$ cat src/rtl/hft_pkg.sv
// Package for the heading familiarity table: sizes, score constants,
// command codes and the types shared by the cell chain and the head unit.
// No dependencies.
package hft_pkg;

    localparam int BINS       = 36;
    localparam int IDX_W      = $clog2(BINS);
    localparam int BIN_W      = 6;
    localparam int SCORE_W    = 16;
    localparam int COUNT_W    = 32;
    localparam int HEAD_W     = 13;
    localparam int HEADING_W  = 16;

    localparam logic [SCORE_W-1:0] SCORE_ONE      = 16'd32768;
    localparam logic [SCORE_W-1:0] SCORE_STEP     = 16'd3277;
    localparam logic [SCORE_W-1:0] CURIOSITY_BASE = 16'd49152;
    localparam logic [SCORE_W-1:0] DECAY_RESET    = 16'd64881;

    // heading / 100 as multiply by ceil(2^22 / 100), exact for 15-bit inputs
    localparam int BIN_SPAN    = 100;
    localparam int BIN_HALF    = 50;
    localparam int RECIP_SHIFT = 22;
    localparam logic [15:0] RECIP = 16'd41944;

    typedef enum logic [1:0] {
        CMD_RECORD = 2'd0,
        CMD_DECAY  = 2'd1,
        CMD_QUERY  = 2'd2,
        CMD_LEAST  = 2'd3
    } t_cmd;

    typedef struct packed {
        logic [SCORE_W-1:0] score;
        logic [COUNT_W-1:0] count;
    } t_cell;

    typedef struct packed {
        t_cmd cmd;
        logic hit;
    } t_proc_ctl;

endpackage

$ cat src/rtl/hft_if.sv
// Valid/ready channel interfaces for command words and result words.
// Depends on hft_pkg for field widths.
interface hft_in_if
    import hft_pkg::*;
();
    logic                 valid;
    logic                 ready;
    logic [1:0]           cmd;
    logic [HEADING_W-1:0] heading_tenths;

    modport source (output valid, cmd, heading_tenths, input ready);
    modport sink   (input valid, cmd, heading_tenths, output ready);
endinterface

interface hft_out_if
    import hft_pkg::*;
();
    logic               valid;
    logic               ready;
    logic [BIN_W-1:0]   bin_index;
    logic [SCORE_W-1:0] familiarity;
    logic [COUNT_W-1:0] detections;
    logic [SCORE_W-1:0] curiosity;
    logic [HEAD_W-1:0]  least_heading_tenths;

    modport source (output valid, bin_index, familiarity, detections, curiosity,
                    least_heading_tenths, input ready);
    modport sink   (input valid, bin_index, familiarity, detections, curiosity,
                    least_heading_tenths, output ready);
endinterface

$ cat src/rtl/hft_cell.sv
// One storage cell of the bin ring: a score and a detection count that
// move to the neighbor cell on every shift. Depends on hft_pkg.
module hft_cell
    import hft_pkg::*;
(
    input  logic  i_clk,
    input  logic  i_rst_n,
    input  logic  i_shift,
    input  t_cell i_d,
    output t_cell o_q
);

    t_cell r_q;

    always_ff @(posedge i_clk) begin
        if (!i_rst_n) begin
            r_q <= '0;
        end else if (i_shift) begin
            r_q <= i_d;
        end
    end

    assign o_q = r_q;

endmodule

$ cat src/rtl/hft_proc.sv
// Head unit of the ring: updates the bin passing the head cell for
// record and decay, and flags a new minimum for the least search.
// Depends on hft_pkg.
module hft_proc
    import hft_pkg::*;
(
    input  t_proc_ctl          i_ctl,
    input  t_cell              i_cell,
    input  logic [SCORE_W-1:0] i_decay,
    input  logic [SCORE_W-1:0] i_lowest,
    output t_cell              o_cell,
    output logic               o_take
);

    logic [2*SCORE_W-1:0] w_mul;
    logic [SCORE_W:0]     w_sum;

    assign w_mul  = i_cell.score * i_decay;
    assign w_sum  = {1'b0, i_cell.score} + {1'b0, SCORE_STEP};
    assign o_take = i_cell.score < i_lowest;

    always_comb begin
        o_cell = i_cell;
        unique case (i_ctl.cmd)
            CMD_RECORD: begin
                if (i_ctl.hit) begin
                    o_cell.score = (w_sum > {1'b0, SCORE_ONE}) ? SCORE_ONE
                                                              : w_sum[SCORE_W-1:0];
                    if (!(&i_cell.count)) begin
                        o_cell.count = i_cell.count + 1'b1;
                    end
                end
            end
            CMD_DECAY: begin
                o_cell.score = w_mul[2*SCORE_W-1:SCORE_W];
            end
            CMD_QUERY, CMD_LEAST: begin
                o_cell = i_cell;
            end
            default: begin
                o_cell = i_cell;
            end
        endcase
    end

endmodule

$ cat src/rtl/heading_familiarity_table_core.sv
// Heading familiarity table top level: command channel, ring of bin cells,
// head unit and result register. Depends on hft_pkg, hft_if, hft_cell,
// hft_proc.
//
// Usage: command words (cmd, heading_tenths) come in on i_cmd_ch, one result
// word per command leaves on o_res_ch. The decay factor is written through
// i_cfg_we / i_cfg_data while the block is idle.
// The bins sit in a ring of BINS cells; each command rotates the ring once,
// one bin a cycle past the head unit, and then loads the result register;
// ready comes back together with the valid result word, so a new command is
// taken only after the last command's result has been loaded.
// i_cmd_ch.ready is high only while no rotation runs.
// A new command is taken while a result still waits; if that command's
// rotation ends before the receiver takes the earlier word, the block holds
// until the result register frees up. A stalled result holds steady.
// Reset (i_rst_n low, synchronous) clears all scores and counts, restores
// the decay factor to its default and empties the result register.
module heading_familiarity_table_core
    import hft_pkg::*;
(
    input  logic               i_clk,
    input  logic               i_rst_n,
    input  logic               i_cfg_we,
    input  logic [SCORE_W-1:0] i_cfg_data,
    hft_in_if.sink             i_cmd_ch,
    hft_out_if.source          o_res_ch
);

    typedef enum logic [1:0] {
        ST_IDLE,
        ST_RUN,
        ST_DONE
    } t_state;

    t_state             r_state;
    t_cmd               r_cmd;
    logic [IDX_W-1:0]   r_bin;
    logic [IDX_W-1:0]   r_idx;
    logic [IDX_W-1:0]   r_pick;
    logic [SCORE_W-1:0] r_lowest;
    logic [SCORE_W-1:0] r_decay;
    t_cell              r_res;

    logic               r_o_valid;
    logic [BIN_W-1:0]   r_o_bin;
    logic [SCORE_W-1:0] r_o_fam;
    logic [COUNT_W-1:0] r_o_det;
    logic [SCORE_W-1:0] r_o_cur;
    logic [HEAD_W-1:0]  r_o_least;

    // heading to bin
    logic [14:0]        w_mag;
    logic [30:0]        w_prod;
    logic [8:0]         w_quot;
    logic [IDX_W-1:0]   w_bin;

    assign w_mag  = i_cmd_ch.heading_tenths[14:0];
    assign w_prod = w_mag * RECIP;
    assign w_quot = w_prod[30:RECIP_SHIFT];

    always_comb begin
        if (i_cmd_ch.heading_tenths[HEADING_W-1]) begin
            w_bin = '0;
        end else if (w_quot > 9'(BINS - 1)) begin
            w_bin = IDX_W'(BINS - 1);
        end else begin
            w_bin = w_quot[IDX_W-1:0];
        end
    end

    // ring of cells; cell 0 is the head, the head unit feeds the last cell
    t_cell     w_q [BINS];
    t_cell     w_next;
    logic      w_take;
    logic      w_shift;
    t_proc_ctl w_ctl;

    assign w_shift   = (r_state == ST_RUN);
    assign w_ctl.cmd = r_cmd;
    assign w_ctl.hit = (r_idx == r_bin);

    for (genvar k = 0; k < BINS; k++) begin : g_cell
        t_cell w_d;
        if (k == BINS - 1) begin : g_tail
            assign w_d = w_next;
        end else begin : g_link
            assign w_d = w_q[k+1];
        end
        hft_cell u_cell (
            .i_clk   (i_clk),
            .i_rst_n (i_rst_n),
            .i_shift (w_shift),
            .i_d     (w_d),
            .o_q     (w_q[k])
        );
    end

    hft_proc u_proc (
        .i_ctl    (w_ctl),
        .i_cell   (w_q[0]),
        .i_decay  (r_decay),
        .i_lowest (r_lowest),
        .o_cell   (w_next),
        .o_take   (w_take)
    );

    logic w_accept;
    logic w_out_free;

    assign w_accept   = i_cmd_ch.valid && i_cmd_ch.ready;
    assign w_out_free = !r_o_valid || o_res_ch.ready;

    always_ff @(posedge i_clk) begin
        if (!i_rst_n) begin
            r_state   <= ST_IDLE;
            r_o_valid <= 1'b0;
            r_decay   <= DECAY_RESET;
            r_idx     <= '0;
        end else begin
            if (i_cfg_we) begin
                r_decay <= i_cfg_data;
            end
            // in ST_DONE a taken word is replaced by the new one below
            if (r_o_valid && o_res_ch.ready && r_state != ST_DONE) begin
                r_o_valid <= 1'b0;
            end
            unique case (r_state)
                ST_IDLE: begin
                    if (w_accept) begin
                        r_cmd    <= t_cmd'(i_cmd_ch.cmd);
                        r_bin    <= w_bin;
                        r_idx    <= '0;
                        r_lowest <= SCORE_ONE;
                        r_state  <= ST_RUN;
                    end
                end
                ST_RUN: begin
                    if (r_cmd == CMD_LEAST) begin
                        // bin 0 is the answer when nothing is below 1.0
                        if (r_idx == '0 || w_take) begin
                            r_res  <= w_q[0];
                            r_pick <= r_idx;
                        end
                        if (w_take) begin
                            r_lowest <= w_q[0].score;
                        end
                    end else if (r_idx == r_bin) begin
                        r_res  <= w_next;
                        r_pick <= r_idx;
                    end
                    if (r_idx == IDX_W'(BINS - 1)) begin
                        r_idx   <= '0;
                        r_state <= ST_DONE;
                    end else begin
                        r_idx <= r_idx + 1'b1;
                    end
                end
                ST_DONE: begin
                    if (w_out_free) begin
                        r_o_valid <= 1'b1;
                        r_o_bin   <= BIN_W'(r_pick);
                        r_o_fam   <= r_res.score;
                        r_o_det   <= r_res.count;
                        r_o_cur   <= CURIOSITY_BASE - r_res.score;
                        r_o_least <= (r_cmd == CMD_LEAST)
                                     ? HEAD_W'(r_pick * BIN_SPAN + BIN_HALF) : '0;
                        r_state   <= ST_IDLE;
                    end
                end
                default: begin
                    r_state <= ST_IDLE;
                end
            endcase
        end
    end

    assign i_cmd_ch.ready                = (r_state == ST_IDLE);
    assign o_res_ch.valid                = r_o_valid;
    assign o_res_ch.bin_index            = r_o_bin;
    assign o_res_ch.familiarity          = r_o_fam;
    assign o_res_ch.detections           = r_o_det;
    assign o_res_ch.curiosity            = r_o_cur;
    assign o_res_ch.least_heading_tenths = r_o_least;

endmodule

$ cat src/flat_wrapper.sv
// flat-port wrapper written by rule: the top's interface ports become plain ports
module heading_familiarity_table_core_flat import hft_pkg::*;
  (i_clk, i_rst_n, i_cfg_we, i_cfg_data, i_cmd_ch_valid, i_cmd_ch_cmd, i_cmd_ch_heading_tenths, i_cmd_ch_ready, o_res_ch_valid, o_res_ch_bin_index, o_res_ch_familiarity, o_res_ch_detections, o_res_ch_curiosity, o_res_ch_least_heading_tenths, o_res_ch_ready);
  hft_in_if i_cmd_ch_i ();
  hft_out_if o_res_ch_i ();
  input  logic i_clk;
  input  logic i_rst_n;
  input  logic i_cfg_we;
  input  logic [SCORE_W-1:0] i_cfg_data;
  input wire logic [$bits(i_cmd_ch_i.valid)-1:0] i_cmd_ch_valid;
  input wire logic [$bits(i_cmd_ch_i.cmd)-1:0] i_cmd_ch_cmd;
  input wire logic [$bits(i_cmd_ch_i.heading_tenths)-1:0] i_cmd_ch_heading_tenths;
  output wire logic [$bits(i_cmd_ch_i.ready)-1:0] i_cmd_ch_ready;
  output wire logic [$bits(o_res_ch_i.valid)-1:0] o_res_ch_valid;
  output wire logic [$bits(o_res_ch_i.bin_index)-1:0] o_res_ch_bin_index;
  output wire logic [$bits(o_res_ch_i.familiarity)-1:0] o_res_ch_familiarity;
  output wire logic [$bits(o_res_ch_i.detections)-1:0] o_res_ch_detections;
  output wire logic [$bits(o_res_ch_i.curiosity)-1:0] o_res_ch_curiosity;
  output wire logic [$bits(o_res_ch_i.least_heading_tenths)-1:0] o_res_ch_least_heading_tenths;
  input wire logic [$bits(o_res_ch_i.ready)-1:0] o_res_ch_ready;
  assign i_cmd_ch_i.valid = i_cmd_ch_valid;
  assign i_cmd_ch_i.cmd = i_cmd_ch_cmd;
  assign i_cmd_ch_i.heading_tenths = i_cmd_ch_heading_tenths;
  assign i_cmd_ch_ready = i_cmd_ch_i.ready;
  assign o_res_ch_valid = o_res_ch_i.valid;
  assign o_res_ch_bin_index = o_res_ch_i.bin_index;
  assign o_res_ch_familiarity = o_res_ch_i.familiarity;
  assign o_res_ch_detections = o_res_ch_i.detections;
  assign o_res_ch_curiosity = o_res_ch_i.curiosity;
  assign o_res_ch_least_heading_tenths = o_res_ch_i.least_heading_tenths;
  assign o_res_ch_i.ready = o_res_ch_ready;
  heading_familiarity_table_core u_core (.i_clk(i_clk), .i_rst_n(i_rst_n), .i_cfg_we(i_cfg_we), .i_cfg_data(i_cfg_data), .i_cmd_ch(i_cmd_ch_i), .o_res_ch(o_res_ch_i));
endmodule
$ cat config.mk
export PLATFORM = sky130hd
export DESIGN_NAME = heading_familiarity_table_core_flat
export DESIGN_NICKNAME = d
export VERILOG_FILES = /design/src/rtl/hft_pkg.sv /design/src/rtl/hft_if.sv /design/src/rtl/hft_cell.sv /design/src/rtl/hft_proc.sv /design/src/rtl/heading_familiarity_table_core.sv /design/src/flat_wrapper.sv
export SDC_FILE = /design/constraint.sdc
export NUM_CORES = 2
export LEC_CHECK = 0
export BUFFER_PORTS_ARGS = -buffer_cell sky130_fd_sc_hd__clkbuf_2
export CORE_ASPECT_RATIO = 1.25
export CORE_UTILIZATION = 49
export CTS_CLUSTER_SIZE = 14
export DETAILED_ROUTE_END_ITERATION = 12
export GPL_TIMING_DRIVEN = 0
export SLEW_MARGIN = 15
export SYNTH_ARGS = -nofsm -noshare
export SYNTH_HDL_FRONTEND = slang
export SYNTH_HIERARCHICAL = 1
export SYNTH_SLANG_ARGS = --single-unit
$ cat constraint.sdc
create_clock -name i_clk -period 7.7 [get_ports i_clk]
set_input_delay 2.31 -clock i_clk [delete_from_list [all_inputs] [get_ports i_clk]]
set_output_delay 2.31 -clock i_clk [all_outputs]
set_load 0.005 [all_outputs]
==> results.json <==
{
  "wl_um": 202700,
  "outcome": "finished, final reports clean",
  "max_freq_ghz": 0.1339,
  "cts-buffers-inserted": 187,
  "clock_latency_ps": 850,
  "ctsRootBufferMaster": "clkbuf_16",
  "synthToLayoutAreaGrowth_pct": 11.73,
  "crit_path_max_fanout": 10,
  "cts-hold-fix-buffers": 0,
  "final_cells": 10550,
  "p_total_mw": 22.67,
  "yosysSeqAreaShare_pct": 45.32,
  "setup_viol": 0,
  "fin_ws_ps": 231.6,
  "synth_area_leaders": "dfxtp_1, mux2i_1, nor2b_1",
  "synthesis.nets": 8260,
  "io_buffers": 121,
  "chipWidth_um": 381.0,
  "rr_endpoint": "u_core/r_res[46]",
  "coreArea_mm2": 0.1781,
  "r2r_cells": 23,
  "vias_per_cell": 4.987,
  "layout.nets": 8574,
  "synth_seq_cells": 1912,
  "fin_hold_ws_ps": 425.6,
  "ff2ff_setup_slack_ps": 230,
  "grt_start_max_net_pins": 74,
  "cts_htree_levels": 4,
  "yosys.area.top_type": "dfxtp_1",
  "critPathLaunchType": "flip-flop",
  "die_y_um": 475.7,
  "synthCells": 7712,
  "synthArstFlopShare_pct": 0,
  "slew_headroom_pct": 14.21,
  "peakVddDrop_uv": 198.2,
  "required_ps": 8250,
  "track_usage_pct": 22.25,
  "layout-drive-gt1-share_pct": 10.81,
  "p_per_area_mw_per_mm2": 230.7,
  "startpoint": "u_core/g_cell[0].u_cell/o_q[32]",
  "fin_crit_sh_pct": 96.99,
  "min_path_type": "reg2reg",
  "rsz0062_at_grt": "false",
  "gp_congestion": 0.8936,
  "min_period_ps": 7468,
  "r2r-start": "u_core/g_cell[0].u_cell/o_q[32]",
  "synth_area_mm2": 0.08797,
  "synth_cell_types": 91,
  "antenna_found_initial": 7,
  "dp_slack_ps": -1251,
  "cts_tree": "built",
  "wl_per_cell_um": 19.22,
  "grt_pass1_wl_um": 312900,
  "max-cap-violations": 0,
  "first_pass_iters": 6,
  "drtIter0Drc": 2483,
  "num_vias": 52610,
  "arrival_ps": 8020,
  "cp-end-kind": "flip-flop",
  "cts.sinks": 1912,
  "cts.path.max_buffers": 3,
  "grt_pass1_vias": 54550,
  "yosysWarnings": 6,
  "avgSynthCellArea_um2": 11.41,
  "worst-slew-pin-transition_ps": 1287,
  "power_leakage_nw": 38.22,
  "grt_overflow": 0,
  "io_pins": 124,
  "clk_pin_slew_worst_paths_ps": 60,
  "fin_worst_skew_ps": 60.23,
  "cp-endpoint": "u_core/r_res[46]",
  "ant_nets": 0,
  "path_class": "reg2reg",
  "ys.flop_type": "dfxtp_1",
  "placed_cells": 10200,
  "synth_top_area_share_pct": 39.89,
  "finalMaxSlewViolations": 0,
  "hold_violations": 0,
  "drc": 0,
  "synth_edf_count": 159,
  "start_util_pct": 49.38,
  "num_rows": 173,
  "die_area_mm2": 0.1812,
  "post-dp-hpwl_um": 153700
}
[report_power, final]
group,internal [mW],total (mW),switching (mW)
combinational,1.51,3.35,1.84
clock,5.30,9.26,3.97
sequential,10.0,10.1,0.0319
total,16.8,22.7,5.84
[state kept, by name, indices dropped and copies added (netlist names), 12 cells and up]
name	flops
u_core/r_decay	16
u_core/o_res_ch.curiosity	15
u_core/g_cell.u_cell/o_q	1728
u_core/r_res	48
u_core/o_res_ch.detections	32
u_core/o_res_ch.least_heading_tenths	12
u_core/o_res_ch.familiarity	16
u_core/r_lowest	16
[worst min path at each step]
stage                                start                              to  slack, ps  cells past startpoint
after global placement    u_core/r_res[24]  u_core/o_res_ch.detections[24]        400                      0
after CTS                 u_core/r_res[24]  u_core/o_res_ch.detections[24]        420                      0
after detailed placement  u_core/r_res[23]  u_core/o_res_ch.detections[23]        400                      0
after global routing      u_core/r_res[24]  u_core/o_res_ch.detections[24]        430                      0
after floorplan            u_core/r_res[0]   u_core/o_res_ch.detections[0]        400                      0
final                     u_core/r_res[16]  u_core/o_res_ch.detections[16]        430                      0
[layer usage]
metal  global-route usage, %  routed length [µm]  up-vias
li1                        -                   -    26220
met3                   3.608                9053      330
met4                   7.499                6429        0
met1                   27.67               88210    25130
met2                   39.00               99030      939
met5                       0                   0        -
[layout make-up]
class | count | area (µm²)
diodes | 4 | 10.01
plain buffers | 464 | 4154
multi-input cells | 4947 | 42710
inverters | 384 | 1441
fillers | 15550 | 79860
clock buffers | 285 | 5642
flip-flops and latches | 1912 | 39920
well taps | 2362 | 2955
clock inverters | 62 | 700.7
repair buffers | 130 | 752.0
[cells in the mapped netlist, types with 4 or more instances]
master and count:
xnor2_1 48, and4_1 4, a21oi_1 69, mux2i_1 1747, buf_4 110, and3_1 20
a31oi_1 11, a221o_1 6, ha_1 246, o21ai_0 42, nor2b_1 1741, o21a_1 9
buf_12 108, and2_1 135, o211ai_1 8, clkbuf_1 170, nand2_1 225, o21bai_1 4
inv_1 383, nor2_1 53, or2_2 6, xor2_1 37, dfxtp_1 1753, fa_1 263
nand2b_1 15, nand4_1 24, mux2_2 50, nor3b_1 5, a21o_1 22, a211oi_1 8
nor3_1 23, o21ai_1 5, nor4_1 6, nand3_1 25, or3_1 9, buf_2 78
edfxtp_1 159
[stage by stage]
step	utilization (%)	TNS [ps]	instance area [µm²]
3_5_place_dp	51.47	-19740	91690
6_report	55.17	0	98280
4_1_cts	55.10	0	98160
3_3_place_gp	51.38	-262590	91530
2_1_floorplan	-	0	87970
5_1_grt	55.17	0	98280
[critical path: stages (launching register included)]
cell and delay (ps):
dfxtp_4 450, clkbuf_4 290, clkbuf_4 320, nand2_1 110
fa_1 470, fa_1 510, inv_1 60, fa_1 510
fa_1 520, fa_1 540, inv_1 50, fa_1 530
inv_1 50, ha_1 370, nand2_2 140, o21ai_1 180
nor3_2 230, a211oi_2 90, buf_4 180, or2_2 330
a31o_2 260, xor2_1 150, a221o_1 440, mux2_2 380
[cell families after synthesis]
family / after synthesis / synth area share (%)
buffers and inverters: 853 / 6.227
AND/OR/NAND/NOR: 2314 / 15.72
multiplexers: 1797 / 20.52
AO/OA/AOI/OAI: 241 / 1.880
adder cells (fa/ha/maj): 509 / 9.484
other: 1 / 0.004263
XOR/XNOR: 85 / 0.8463
flip-flops: 1912 / 45.32
[timing repair]
item,in CTS,in global routing
pin swaps,1,1
setup endpoints to repair,32,15
setup buffers,0,2
gates resized for setup,73,67
[cell usage in the layout (no fill, tap or decap), drive strengths merged, types with 12 or more instances in the layout]
cell type,n
nor3,24
nor2,53
xor2,37
clkbuf,568
ha,246
nand2,226
edfxtp,159
nand2b,15
a21o,22
a31oi,12
xnor2,48
inv,392
nor2b,1741
clkinv,46
dfxtp,1753
buf,311
fa,263
o21ai,48
a21oi,69
and3,20
nand4,25
mux2,50
mux2i,1747
nand3,25
and2,135
Note: power is estimated with default switching activity, not from simulation.
